File: src/hdl/wam_pkg.sv
package wam_pkg;

    localparam int SMP_W      = 16;
    localparam int WGT_W      = 17;   // unsigned Q1.16, 1.0 kept as 65536
    localparam int FRAC_W     = 16;
    localparam int ACC_W      = 18;
    localparam int PROD_W     = SMP_W + WGT_W + 1;
    localparam int SUM_W      = PROD_W + 1;
    localparam int CNT_W      = 3;
    localparam int RATIO_W    = 8;
    localparam int MASK_W     = 4;
    localparam int FIELDS     = 4;
    localparam int CFG_IDX_W  = 2;
    localparam int CFG_DATA_W = 8;

    localparam logic signed [ACC_W-1:0] SAT_MAX = ACC_W'(32767);
    localparam logic signed [ACC_W-1:0] SAT_MIN = -ACC_W'(32768);

    typedef enum logic [CFG_IDX_W-1:0] {
        CFG_SOURCE_COUNT = 2'd0,
        CFG_MIX_RATIO    = 2'd1,
        CFG_PAUSE_MASK   = 2'd2
    } t_cfg_idx;

    // Weight of one slot. Crossfade: floor(part*65536/255) = part*257 + (part==255).
    function automatic logic [WGT_W-1:0] wam_weight(
        input logic [CNT_W-1:0]   cnt,
        input logic [RATIO_W-1:0] ratio,
        input logic               slot_one
    );
        logic [RATIO_W-1:0] part;
        logic [WGT_W-1:0]   w;
        part = slot_one ? ratio : ~ratio;
        case (cnt)
            3'd1:    w = WGT_W'(65536);
            3'd2:    w = WGT_W'(part) * WGT_W'(257) + WGT_W'(part == 8'hFF);
            3'd3:    w = WGT_W'(21845);
            3'd4:    w = WGT_W'(16384);
            3'd5:    w = WGT_W'(13107);
            3'd6:    w = WGT_W'(10922);
            3'd7:    w = WGT_W'(9362);
            default: w = '0;
        endcase
        return w;
    endfunction

endpackage

File: src/hdl/weighted_audio_mixer_top.sv
// Weighted audio mixer. Takes one item per clock while the pipeline is not stalled
// (four signed 16-bit samples plus a present mask) and returns one saturated mixed
// sample per item, in order. Each slot owns one cell of two stages (multiply by its
// weight, then accumulate with truncation toward zero), followed by a saturating
// output register; throughput is one item per cycle while the output is not stalled.
// Backpressure ripples through per-stage ready, so bubbles close up while the output
// is stalled. Configuration writes (source_count, mix_ratio, pause_mask) take effect
// on the next item and must only be made while no item is in flight.
module weighted_audio_mixer_top #(
    parameter int MAX_SOURCES = 4
) (
    input  logic                                 i_clk,
    input  logic                                 i_rst_n,
    input  logic                                 i_cfg_we,
    input  logic [wam_pkg::CFG_IDX_W-1:0]        i_cfg_index,
    input  logic [wam_pkg::CFG_DATA_W-1:0]       i_cfg_data,
    input  logic                                 i_in_valid,
    output logic                                 o_in_ready,
    input  logic signed [wam_pkg::SMP_W-1:0]     i_sample_a,
    input  logic signed [wam_pkg::SMP_W-1:0]     i_sample_b,
    input  logic signed [wam_pkg::SMP_W-1:0]     i_sample_c,
    input  logic signed [wam_pkg::SMP_W-1:0]     i_sample_d,
    input  logic [wam_pkg::MASK_W-1:0]           i_present_mask,
    output logic                                 o_out_valid,
    input  logic                                 i_out_ready,
    output logic signed [wam_pkg::SMP_W-1:0]     o_mixed_sample
);
    import wam_pkg::*;

    localparam int NUM_SLOTS = (MAX_SOURCES < FIELDS) ? MAX_SOURCES : FIELDS;

    logic [CNT_W-1:0]   r_count;
    logic [RATIO_W-1:0] r_ratio;
    logic [MASK_W-1:0]  r_pause;

    logic [FIELDS-1:0][SMP_W-1:0]    w_fields;
    logic [NUM_SLOTS-1:0][WGT_W-1:0] w_weight;

    logic                            c_vld [NUM_SLOTS+1];
    logic                            c_rdy [NUM_SLOTS+1];
    logic signed [ACC_W-1:0]         c_acc [NUM_SLOTS+1];
    logic [NUM_SLOTS-1:0][SMP_W-1:0] c_smp [NUM_SLOTS+1];
    logic [NUM_SLOTS-1:0]            c_en  [NUM_SLOTS+1];

    always_ff @(posedge i_clk) begin
        if (!i_rst_n) begin
            r_count <= '0;
            r_ratio <= '0;
            r_pause <= '0;
        end else if (i_cfg_we) begin
            unique case (t_cfg_idx'(i_cfg_index))
                CFG_SOURCE_COUNT: r_count <= i_cfg_data[CNT_W-1:0];
                CFG_MIX_RATIO:    r_ratio <= i_cfg_data[RATIO_W-1:0];
                CFG_PAUSE_MASK:   r_pause <= i_cfg_data[MASK_W-1:0];
                default: ;
            endcase
        end
    end

    assign w_fields = {i_sample_d, i_sample_c, i_sample_b, i_sample_a};

    assign c_vld[0]   = i_in_valid;
    assign o_in_ready = c_rdy[0];
    assign c_acc[0]   = '0;
    assign c_smp[0]   = w_fields[NUM_SLOTS-1:0];

    for (genvar j = 0; j < NUM_SLOTS; j++) begin : g_slot
        // slot counts only if attached, present and not paused
        assign c_en[0][j] = i_present_mask[j] && !r_pause[j] && (CNT_W'(j) < r_count);
        assign w_weight[j] = wam_weight(r_count, r_ratio, j == 1);

        wam_cell #(
            .NUM_SLOTS (NUM_SLOTS),
            .SLOT      (j)
        ) u_cell (
            .i_clk    (i_clk),
            .i_rst_n  (i_rst_n),
            .i_weight (w_weight[j]),
            .i_valid  (c_vld[j]),
            .o_ready  (c_rdy[j]),
            .i_acc    (c_acc[j]),
            .i_smp    (c_smp[j]),
            .i_en     (c_en[j]),
            .o_valid  (c_vld[j+1]),
            .i_ready  (c_rdy[j+1]),
            .o_acc    (c_acc[j+1]),
            .o_smp    (c_smp[j+1]),
            .o_en     (c_en[j+1])
        );
    end

    wam_sat u_sat (
        .i_clk   (i_clk),
        .i_rst_n (i_rst_n),
        .i_valid (c_vld[NUM_SLOTS]),
        .o_ready (c_rdy[NUM_SLOTS]),
        .i_acc   (c_acc[NUM_SLOTS]),
        .o_valid (o_out_valid),
        .i_ready (i_out_ready),
        .o_data  (o_mixed_sample)
    );

endmodule

File: src/hdl/wam_cell.sv
module wam_cell #(
    parameter int NUM_SLOTS = 4,
    parameter int SLOT      = 0
) (
    input  logic                                   i_clk,
    input  logic                                   i_rst_n,
    input  logic [wam_pkg::WGT_W-1:0]              i_weight,
    input  logic                                   i_valid,
    output logic                                   o_ready,
    input  logic signed [wam_pkg::ACC_W-1:0]       i_acc,
    input  logic [NUM_SLOTS-1:0][wam_pkg::SMP_W-1:0] i_smp,
    input  logic [NUM_SLOTS-1:0]                   i_en,
    output logic                                   o_valid,
    input  logic                                   i_ready,
    output logic signed [wam_pkg::ACC_W-1:0]       o_acc,
    output logic [NUM_SLOTS-1:0][wam_pkg::SMP_W-1:0] o_smp,
    output logic [NUM_SLOTS-1:0]                   o_en
);
    import wam_pkg::*;

    // stage A: product of this slot
    logic                           r_a_vld;
    logic signed [ACC_W-1:0]        r_a_acc;
    logic signed [PROD_W-1:0]       r_a_prod;
    logic [NUM_SLOTS-1:0][SMP_W-1:0] r_a_smp;
    logic [NUM_SLOTS-1:0]           r_a_en;
    // stage B: accumulate, truncate toward zero
    logic                           r_b_vld;
    logic signed [ACC_W-1:0]        r_b_acc;
    logic [NUM_SLOTS-1:0][SMP_W-1:0] r_b_smp;
    logic [NUM_SLOTS-1:0]           r_b_en;

    logic                           w_rdy_a;
    logic                           w_rdy_b;
    logic signed [PROD_W-1:0]       n_prod;
    logic signed [SUM_W-1:0]        w_x;
    logic                           w_fix;
    logic signed [ACC_W-1:0]        n_acc;

    assign w_rdy_b = !r_b_vld || i_ready;
    assign w_rdy_a = !r_a_vld || w_rdy_b;
    assign o_ready = w_rdy_a;

    always_comb begin
        if (i_en[SLOT]) begin
            n_prod = PROD_W'($signed(i_smp[SLOT])) * PROD_W'($signed({1'b0, i_weight}));
        end else begin
            n_prod = '0;
        end
    end

    // acc*65536 + prod, then divide by 65536 rounding toward zero
    assign w_x = {{(SUM_W-ACC_W-FRAC_W){r_a_acc[ACC_W-1]}}, r_a_acc, {FRAC_W{1'b0}}}
               + {{(SUM_W-PROD_W){r_a_prod[PROD_W-1]}}, r_a_prod};
    assign w_fix = w_x[SUM_W-1] && (w_x[FRAC_W-1:0] != '0);
    assign n_acc = w_x[ACC_W+FRAC_W-1:FRAC_W] + ACC_W'(w_fix);

    always_ff @(posedge i_clk) begin
        if (!i_rst_n) begin
            r_a_vld <= 1'b0;
            r_b_vld <= 1'b0;
        end else begin
            if (w_rdy_a) begin
                r_a_vld <= i_valid;
            end
            if (w_rdy_b) begin
                r_b_vld <= r_a_vld;
            end
        end
    end

    always_ff @(posedge i_clk) begin
        if (i_valid && w_rdy_a) begin
            r_a_acc  <= i_acc;
            r_a_prod <= n_prod;
            r_a_smp  <= i_smp;
            r_a_en   <= i_en;
        end
        if (r_a_vld && w_rdy_b) begin
            r_b_acc <= n_acc;
            r_b_smp <= r_a_smp;
            r_b_en  <= r_a_en;
        end
    end

    assign o_valid = r_b_vld;
    assign o_acc   = r_b_acc;
    assign o_smp   = r_b_smp;
    assign o_en    = r_b_en;

endmodule

File: src/hdl/wam_sat.sv
module wam_sat (
    input  logic                             i_clk,
    input  logic                             i_rst_n,
    input  logic                             i_valid,
    output logic                             o_ready,
    input  logic signed [wam_pkg::ACC_W-1:0] i_acc,
    output logic                             o_valid,
    input  logic                             i_ready,
    output logic signed [wam_pkg::SMP_W-1:0] o_data
);
    import wam_pkg::*;

    logic                    r_vld;
    logic signed [SMP_W-1:0] r_data;
    logic signed [SMP_W-1:0] n_data;
    logic                    w_rdy;

    assign w_rdy   = !r_vld || i_ready;
    assign o_ready = w_rdy;

    always_comb begin
        if (i_acc > SAT_MAX) begin
            n_data = SAT_MAX[SMP_W-1:0];
        end else if (i_acc < SAT_MIN) begin
            n_data = SAT_MIN[SMP_W-1:0];
        end else begin
            n_data = i_acc[SMP_W-1:0];
        end
    end

    always_ff @(posedge i_clk) begin
        if (!i_rst_n) begin
            r_vld <= 1'b0;
        end else if (w_rdy) begin
            r_vld <= i_valid;
        end
    end

    always_ff @(posedge i_clk) begin
        if (i_valid && w_rdy) begin
            r_data <= n_data;
        end
    end

    assign o_valid = r_vld;
    assign o_data  = r_data;

endmodule

File: config.mk
export PLATFORM = sky130hd
export DESIGN_NAME = weighted_audio_mixer_top
export DESIGN_NICKNAME = d
export VERILOG_FILES = /design/src/hdl/wam_pkg.sv /design/src/hdl/weighted_audio_mixer_top.sv /design/src/hdl/wam_cell.sv /design/src/hdl/wam_sat.sv
export SDC_FILE = /design/constraint.sdc
export NUM_CORES = 2
export LEC_CHECK = 0
export ABC_AREA = 1
export ABC_CLOCK_PERIOD_IN_PS = 6630
export BUFFER_PORTS_ARGS = -buffer_cell sky130_fd_sc_hd__buf_4
export CORE_AREA = 4 4 350 352
export DETAILED_ROUTE_END_ITERATION = 10
export DIE_AREA = 0 0 354 356
export PLACE_DENSITY = 0.68
export SLEW_MARGIN = 20
export SYNTH_ARGS = -nofsm -noshare
export SYNTH_HDL_FRONTEND = slang
export SYNTH_SLANG_ARGS = --single-unit
File: constraint.sdc
create_clock -name i_clk -period 6.63 [get_ports i_clk]
set_input_delay 0.3315 -clock i_clk [delete_from_list [all_inputs] [get_ports i_clk]]
set_output_delay 0.3315 -clock i_clk [all_outputs]
set_load 0.02 [all_outputs]
Word-level counts from Yosys, hierarchy flattened
Index checks and enable logic that the tools add are counted.
{"block": "word_totals", "register_bits": 518, "in_bits": 83}
{"block": "op_classes", "n_reduce_logical": 51, "mux": 3, "order_cmp": 6, "bitwise": 1, "eq_ne": 11, "n_mul": 6, "add_sub_neg": 9}
{"operator": "$pmux W17 S7", "count": 2}
{"operator": "$mul A16 B18 Y34", "count": 4}
{"operator": "$add A34 B34 Y35", "count": 3}
{"operator": "$add A18 B1 Y18", "count": 4}
{"operator": "$reduce_bool A16 Y1", "count": 4}
{"operator": "$add A17 B1 Y17", "count": 2}
{"operator": "$mul A8 B9 Y17 const B", "count": 2}
{"operator": "$logic_and A1 B1 Y1", "count": 21}
{"operator": "$gt A18 B16 Y1 const B", "count": 1}
{"operator": "$lt A18 B16 Y1 const B", "count": 1}
{"operator": "$eq A8 B8 Y1 const B", "count": 2}
{"operator": "$mux W16", "count": 1}
{"operator": "$logic_not A1 Y1", "count": 13}
{"operator": "$eq A3 B3 Y1 const B", "count": 4}
{"operator": "$logic_or A1 B1 Y1", "count": 9}
{"operator": "$not A8 Y8", "count": 1}
{"operator": "$eq A3 B2 Y1 const B", "count": 2}
{"operator": "$lt A1 B3 Y1 const A", "count": 2}
{"operator": "$lt A2 B3 Y1 const A", "count": 2}
{"operator": "$reduce_and A2 Y1", "count": 3}
{"operator": "$eq A3 B1 Y1 const B", "count": 1}
{"operator": "$eq A2 B1 Y1 const B", "count": 1}
{"operator": "$eq A2 B2 Y1 const B", "count": 1}
{"operator": "$logic_not A2 Y1", "count": 1}

Depth between registers and ports, before layout
{"block": "logic_depth", "depth_word": 11, "depth_mapped": 44}

Hierarchy
Synthesis repeated with hierarchy kept, for this count alone.
{"block": "hier_totals", "hier_cells": 7919, "area_unflattened_um2": 73525.5}
{"mod": "wam_cell at g_slot[0].u_cell", "area_per_inst_um2": 17924.7, "cells_per_inst": 1910, "n_inst": 1}
{"mod": "wam_cell at g_slot[3].u_cell", "area_per_inst_um2": 17849.6, "cells_per_inst": 1894, "n_inst": 1}
{"mod": "wam_cell at g_slot[2].u_cell", "area_per_inst_um2": 17819.6, "cells_per_inst": 1903, "n_inst": 1}
{"mod": "wam_cell at g_slot[1].u_cell", "area_per_inst_um2": 17740.8, "cells_per_inst": 1908, "n_inst": 1}
{"mod": "weighted_audio_mixer_top", "area_per_inst_um2": 1471.4, "cells_per_inst": 245, "n_inst": 1}
{"mod": "wam_sat", "area_per_inst_um2": 719.4, "cells_per_inst": 59, "n_inst": 1}

Worst setup path after synthesis
Ideal clock, no wire load.
{"block": "synth_path", "path_kind": "register -> register", "startpoint": "register r_ratio[4]", "endpoint": "register g_slot[0].u_cell.r_a_prod[30] (data pin)", "setup_time_ns": 0.253, "period_less_slack_ns": 7.185, "stages_incl_launch_ff": 41, "setup_slack_ns": -0.555, "t_arrival_ns": 6.932, "cell_sequence": "dfxtp_1 -> buf_2 -> nor2_1 -> nand3_1 -> nor2_2 -> ha_1 -> ha_1 -> ha_1 -> ha_1 -> nand2_1 -> nor2_1 -> inv_1 -> nor2_1 -> a21oi_1 -> o21ai_0 -> nand2_1 -> inv_2 -> buf_2 -> [... 5 more ...] -> fa_1 -> inv_1 -> fa_1 -> inv_1 -> fa_1 -> inv_1 -> fa_1 -> inv_1 -> ha_1 -> nand2_1 -> nor2_1 -> nand2_1 -> o211ai_1 -> nand3_1 -> o21ai_0 -> nand2_1 -> nand2_1 -> nor2_1"}
{"block": "synth_via", "elab_chain_len": 5, "word_cells_on_any_way": 6}
{"element": "start, declared", "line": "weighted_audio_mixer_top.sv:33", "source": "logic [RATIO_W-1:0] r_ratio;"}
{"element": "start signal, assigned", "line": "weighted_audio_mixer_top.sv:53", "source": "CFG_MIX_RATIO: r_ratio <= i_cfg_data[RATIO_W-1:0];"}
{"element": "$not A8 Y8 (*)", "line": "wam_pkg.sv:33", "source": "part = slot_one ? ratio : ~ratio;"}
{"element": "$mul A8 B9 Y17 or $eq A8 B8 Y1 (tied branches)", "line": "wam_pkg.sv:36", "source": "3'd2: w = WGT_W'(part) * WGT_W'(257) + WGT_W'(part == 8'hFF);"}
{"element": "$add A17 B1 Y17 (*)", "line": "wam_pkg.sv:36"}
{"element": "$pmux W17 S7 (*)", "line": "wam_pkg.sv:34", "source": "case (cnt)"}
{"element": "$mul A16 B18 Y34 (*)", "line": "wam_cell.sv:46", "source": "n_prod = PROD_W'($signed(i_smp[SLOT])) * PROD_W'($signed({1'b0, i_weight}));"}
{"element": "end signal, assigned", "line": "wam_cell.sv:75", "source": "r_a_prod <= n_prod;"}
{"element": "end, declared", "line": "wam_cell.sv:24", "source": "logic signed [PROD_W-1:0] r_a_prod;"}
Every way passes the cells marked *; elsewhere a longest branch is shown, timed or not.
A chain may end at the register's enable or synchronous reset.

Final worst setup path
{"block": "layout_path", "startpoint": "register r_ratio[1]", "endpoint": "register g_slot[1].u_cell.r_a_prod[28] (data pin)"}
{"block": "layout_via", "elab_chain_len": 4, "word_cells_on_any_way": 5}
{"element": "$mul A8 B9 Y17 or $eq A8 B8 Y1 (tied branches)", "line": "wam_pkg.sv:36"}
{"element": "$add A17 B1 Y17 (*)", "line": "wam_pkg.sv:36"}
{"element": "$pmux W17 S7 (*)", "line": "wam_pkg.sv:34"}
{"element": "$mul A16 B18 Y34 (*)", "line": "wam_cell.sv:46"}
{"element": "end signal, assigned", "line": "wam_cell.sv:75"}
{"element": "end, declared", "line": "wam_cell.sv:24"}
Marked as above.

==> results.md <==
Status:
- The run finished, with violations left.
- The final reports fail on setup timing.

Place:
- The total placed cells including tap cells is 8894.
- OpenSTA, run right after detailed placement, puts the worst setup slack at -896 ps.
- The count of buffers added on input and output ports is 100.
- After legalization and detailed placement, the total HPWL measured 141000 µm.
- The final weighted congestion of routability-driven global placement is 0.966.

GRT:
- The via count of the first global-routing pass is 51400.
- Global routing finished with a remaining overflow of 0.
- For this run, the total global-route usage over all layers was measured as 0.287.
- Entering global routing, the biggest net connects 70 pins.
- The first global-routing pass estimated 282000 µm of wire.
- The initial antenna violation count came to 4.

STA:
- The number of max-slew violations in the final report is 0.
- Derived from the worst setup path, the maximum achievable clock frequency is 0.137 GHz.
- The minimum clock period after layout is 7300 ps.
- Setup repair after global routing could not meet its margin everywhere.
- The worst hold margin is 32.7 ps.
- For the pin with the worst max-slew slack, the measured transition is 1330 ps.
- The total negative slack is -46590 ps.
- The final hold violation count was 0.
- The share of the clock period used by the worst path is 1.10.
- Clock skew on the completed layout was measured at 55.2 ps.
- Setup violations remaining at the end of the flow were counted as 93.
- Headroom to the max-slew limit came out at 0.110.
- Once routing completed, OpenROAD measured the worst setup slack at -669 ps.

Power and ir drop:
- The combinational cell fraction of total power is 0.603.
- The total net switching power is 7.61 mW.
- After layout, the design draws a total of 17.9 mW.
- VDD sags by at most 0.265 mV.
- The internal portion of the total power is 10.3 mW.
- In this run the static leakage power is 36.0 nW.
- Of the total power, registers draw 0.212.
- The power density over the cells is 237 nW/µm².
- The clock share of power is 0.185.
- Of the total power, the share spent switching nets is 0.424.

Logic synthesis:
- The fraction of registers with async set or reset after synthesis is 0.
- The part of the Yosys area used for sequential elements is 0.253.
- The share of the synthesized area in the top cell type is 0.282.
- The simple logic cell fraction of the synthesized area is 0.173.
- The largest area contributor in the netlist is sky130_fd_sc_hd__fa_1.
- When the netlist entered floorplanning its net count stood at 8271.
- By count the netlist is led by 1465 x sky130_fd_sc_hd__inv_1, 1239 x sky130_fd_sc_hd__nand2_1, 944 x sky130_fd_sc_hd__nor2_1.
- The yosys synthesis warning count is 0.
- In this run the mean area of a mapped cell was 8.72 µm².
- By area the synthesized netlist is led by sky130_fd_sc_hd__fa_1 28%, sky130_fd_sc_hd__edfxtp_1 24%, sky130_fd_sc_hd__ha_1 12%, sky130_fd_sc_hd__inv_1 9.3%, sky130_fd_sc_hd__nand2_1 7.9%.
- The post-synthesis register bit count is 506.
- The number of synthesized flops with an enable pin is 482.
- The number of library cell types mapped by synthesis is 58.
- The most used flip-flop cell after synthesis is sky130_fd_sc_hd__edfxtp_1.
- The area share of xor/xnor cells in the synthesized design is 0.00945.
- The share of the synthesized area in compound gates (AO/OA/AOI/OAI) is 0.0543.
- The adder and majority gate portion of the synthesized area is 0.402.
- By area, the combinational part of the netlist is dominated by adder cells.
- The mapped netlist covers 59200 µm².
- Measured against the total synthesized area, the mux share comes to 0.
- The library cell with the highest instance count after synthesis is sky130_fd_sc_hd__inv_1.
- The post-synthesis instance total is 6786.

Drt:
- For this block, the initial DRC count from the detailed router was 3693.
- The DRC violation count after routing is 0.
- The overall routed net length is 183000 µm.
- The detailed router placed 49300 vias in this run.
- In the final routed layout, each cell accounts on average for 19.8 µm.
- In this run the remaining antenna-violating nets after routing total 0.
- The number of vias per cell after detailed routing is 5.32.
- The first TritonRoute pass finished after 6 iterations.

Clock tree:
- The number of sinks handled by clock tree synthesis is 506.
- The number of levels the H-tree was split into is 2.
- The total CTS buffers is 55.
- In this run the clock root is driven by a sky130_fd_sc_hd__clkbuf_16.
- The clock network latency to the later pin of the worst-skew pair is 690 ps.
- The clock-pin transition on the worst setup and hold timing paths is 70 ps.
- The number of buffers on the longest clock path is 3.
- The clock tree from TritonCTS is done.

Critical path:
- Across all register-to-register paths, the minimum setup slack is -670 ps.
- The cell repeated most along the worst path is sky130_fd_sc_hd__fa_1.
- The last element of the critical path is g_slot[1].u_cell.r_a_prod[28].
- The startpoint identified for the worst register-to-register timing path is r_ratio[1].
- The critical path is of the flop to flop type.
- The stage delay of the slowest cell on the critical path is 480 ps.
- The capture point of the worst reg-to-reg path is g_slot[1].u_cell.r_a_prod[28].
- The launching element of the worst setup path is r_ratio[1].
- The endpoint required time on the critical path is 7050 ps.
- The length in cells of the worst reg-to-reg path is 36.
- The startpoint class of the critical path is a flop.
- For this design, the slowest cell found on the critical path is sky130_fd_sc_hd__fa_1.
- The sort of element at the end of the critical path is a flop.
- STA puts the critical path data arrival time at 7720 ps.
- The highest net fanout along the worst path is 7.

Worst hold path:
- The kind of path behind the tightest hold check is input port to flop.

Die:
- From left edge to right edge, the die measures 354 µm.
- The placeable core area is 119000 µm².
- The die height is 356 µm.
- The number of rows created at floorplan is 127.
- The initial utilization of the core area, before any placement, comes to 0.496.
- The die area is 126000 µm².
- The number of top-level design ports is 101.

Final layout:
- The finished layout holds 9263 standard cells, fillers aside.
- The layout has 9573 filler cells.
- The register area is 15000 µm².
- In the final layout, the share of cells above drive strength 1 is 0.256.
- At the end of the flow, the number of nets in the layout was 9087.
- Summing all multi-input logic gate instances after layout gives 42600 µm².
- The synthesis-to-layout area growth is 27.9%.

Flow run:
- Max-cap violations in this run came to 0.
[final cells by class]
class                           instances  share of cell area
Antenna cell                            2           0.0000661
Clock buffer                           64              0.0189
Multi-Input combinational cell       4600               0.562
Clock inverter                         40             0.00711
Tap cell                             1612              0.0266
Sequential cell                       506               0.198
Inverter                             1511              0.0760
Timing Repair Buffer                  928               0.111
[per-layer routing]
layer  part of all wire  track usage  vias to the layer above
met5            0.00013            0                        -
met4              0.055        0.122                        4
met3              0.072       0.0427                      551
met2               0.48        0.495                     1940
met1               0.39        0.362                    24300
li1                   -            -                    22500
[kinds of logic after synthesis]
kind of cell | count (synthesis)
adder cells (fa/ha/maj) | 1402
XOR/XNOR | 63
buffers and inverters | 1681
AO/OA/AOI/OAI | 594
AND/OR/NAND/NOR | 2540
flip-flops | 506
[critical path, delay by kind of cell (launching register included)]
family,cells,cell delay [ps]
AOI/OAI and AO/OA,7,1170
and+or+nand+nor,9,980
buffers and inverters,9,950
adders and majority gates,11,3560
DFF,1,390
[sequential cells by signal (all words and copies together), names as in the netlist]
signal	cells
u_sat.o_data	16
r_pause	4
u_sat.o_valid	1
r_count	3
g_slot.u_cell.o_smp	96
r_ratio	8
g_slot.u_cell.o_acc	72
g_slot.u_cell.r_a_prod	136
g_slot.u_cell.o_en	6
g_slot.u_cell.r_a_acc	54
g_slot.u_cell.r_a_vld	4
g_slot.u_cell.r_a_smp	96
g_slot.u_cell.o_valid	4
g_slot.u_cell.r_a_en	6
[stage by stage]
stage | area [µm²] | util
after CTS | 72300 | 0.606
after detailed placement | 66700 | 0.559
after global routing | 75700 | 0.634
after global placement | 66700 | 0.559
after floorplan | 60000 | -
final | 75700 | 0.634
[power groups by stage]
stage / clock, mW / sequential [mW] / combinational [mW]
floorplan: 0 / 3.82 / 4.38
global placement: 0 / 3.87 / 7.54
detailed placement: 0 / 3.87 / 7.61
CTS: 3.37 / 3.81 / 9.02
global route: 3.51 / 3.82 / 11.6
finish: 3.31 / 3.81 / 10.8
[how the worst min path moves through the flow]
stage,cells after the start,startpoint,end,slack (ps)
CTS,3,i_present_mask[1],g_slot[0].u_cell.r_a_en[1],3
floorplan,0,g_slot[0].u_cell.r_a_en[1],g_slot[0].u_cell.o_en[1],400
global placement,0,g_slot[2].u_cell.r_a_smp[61],g_slot[2].u_cell.o_smp[61],400
finish,3,i_present_mask[2],g_slot[0].u_cell.r_a_en[2],30
detailed placement,0,g_slot[0].u_cell.r_a_smp[18],g_slot[0].u_cell.o_smp[18],400
global route,3,i_present_mask[2],g_slot[0].u_cell.r_a_en[2],40
[placed cells by master, fill, tap and decap left out, types with 117 or more instances in the layout]
master	synthesis	routed
sky130_fd_sc_hd__inv_1	1465	1329
sky130_fd_sc_hd__buf_4	8	699
sky130_fd_sc_hd__nand2_1	1239	1075
sky130_fd_sc_hd__edfxtp_1	482	482
sky130_fd_sc_hd__inv_2	32	149
sky130_fd_sc_hd__fa_1	835	776
sky130_fd_sc_hd__nand2_2	22	117
sky130_fd_sc_hd__ha_1	567	483
sky130_fd_sc_hd__a21oi_1	316	189
sky130_fd_sc_hd__nor2_1	944	778
sky130_fd_sc_hd__nand3_1	176	135
[timing repair]
action	CTS	global route
pin swaps	264	434
gates resized for setup	534	732
gates cloned	6	2
buffers inserted	113	98
endpoints found under the hold margin	66	0
endpoints found under the setup margin	99	101
hold buffers	61	0
Power figures use the tool's default switching activity.
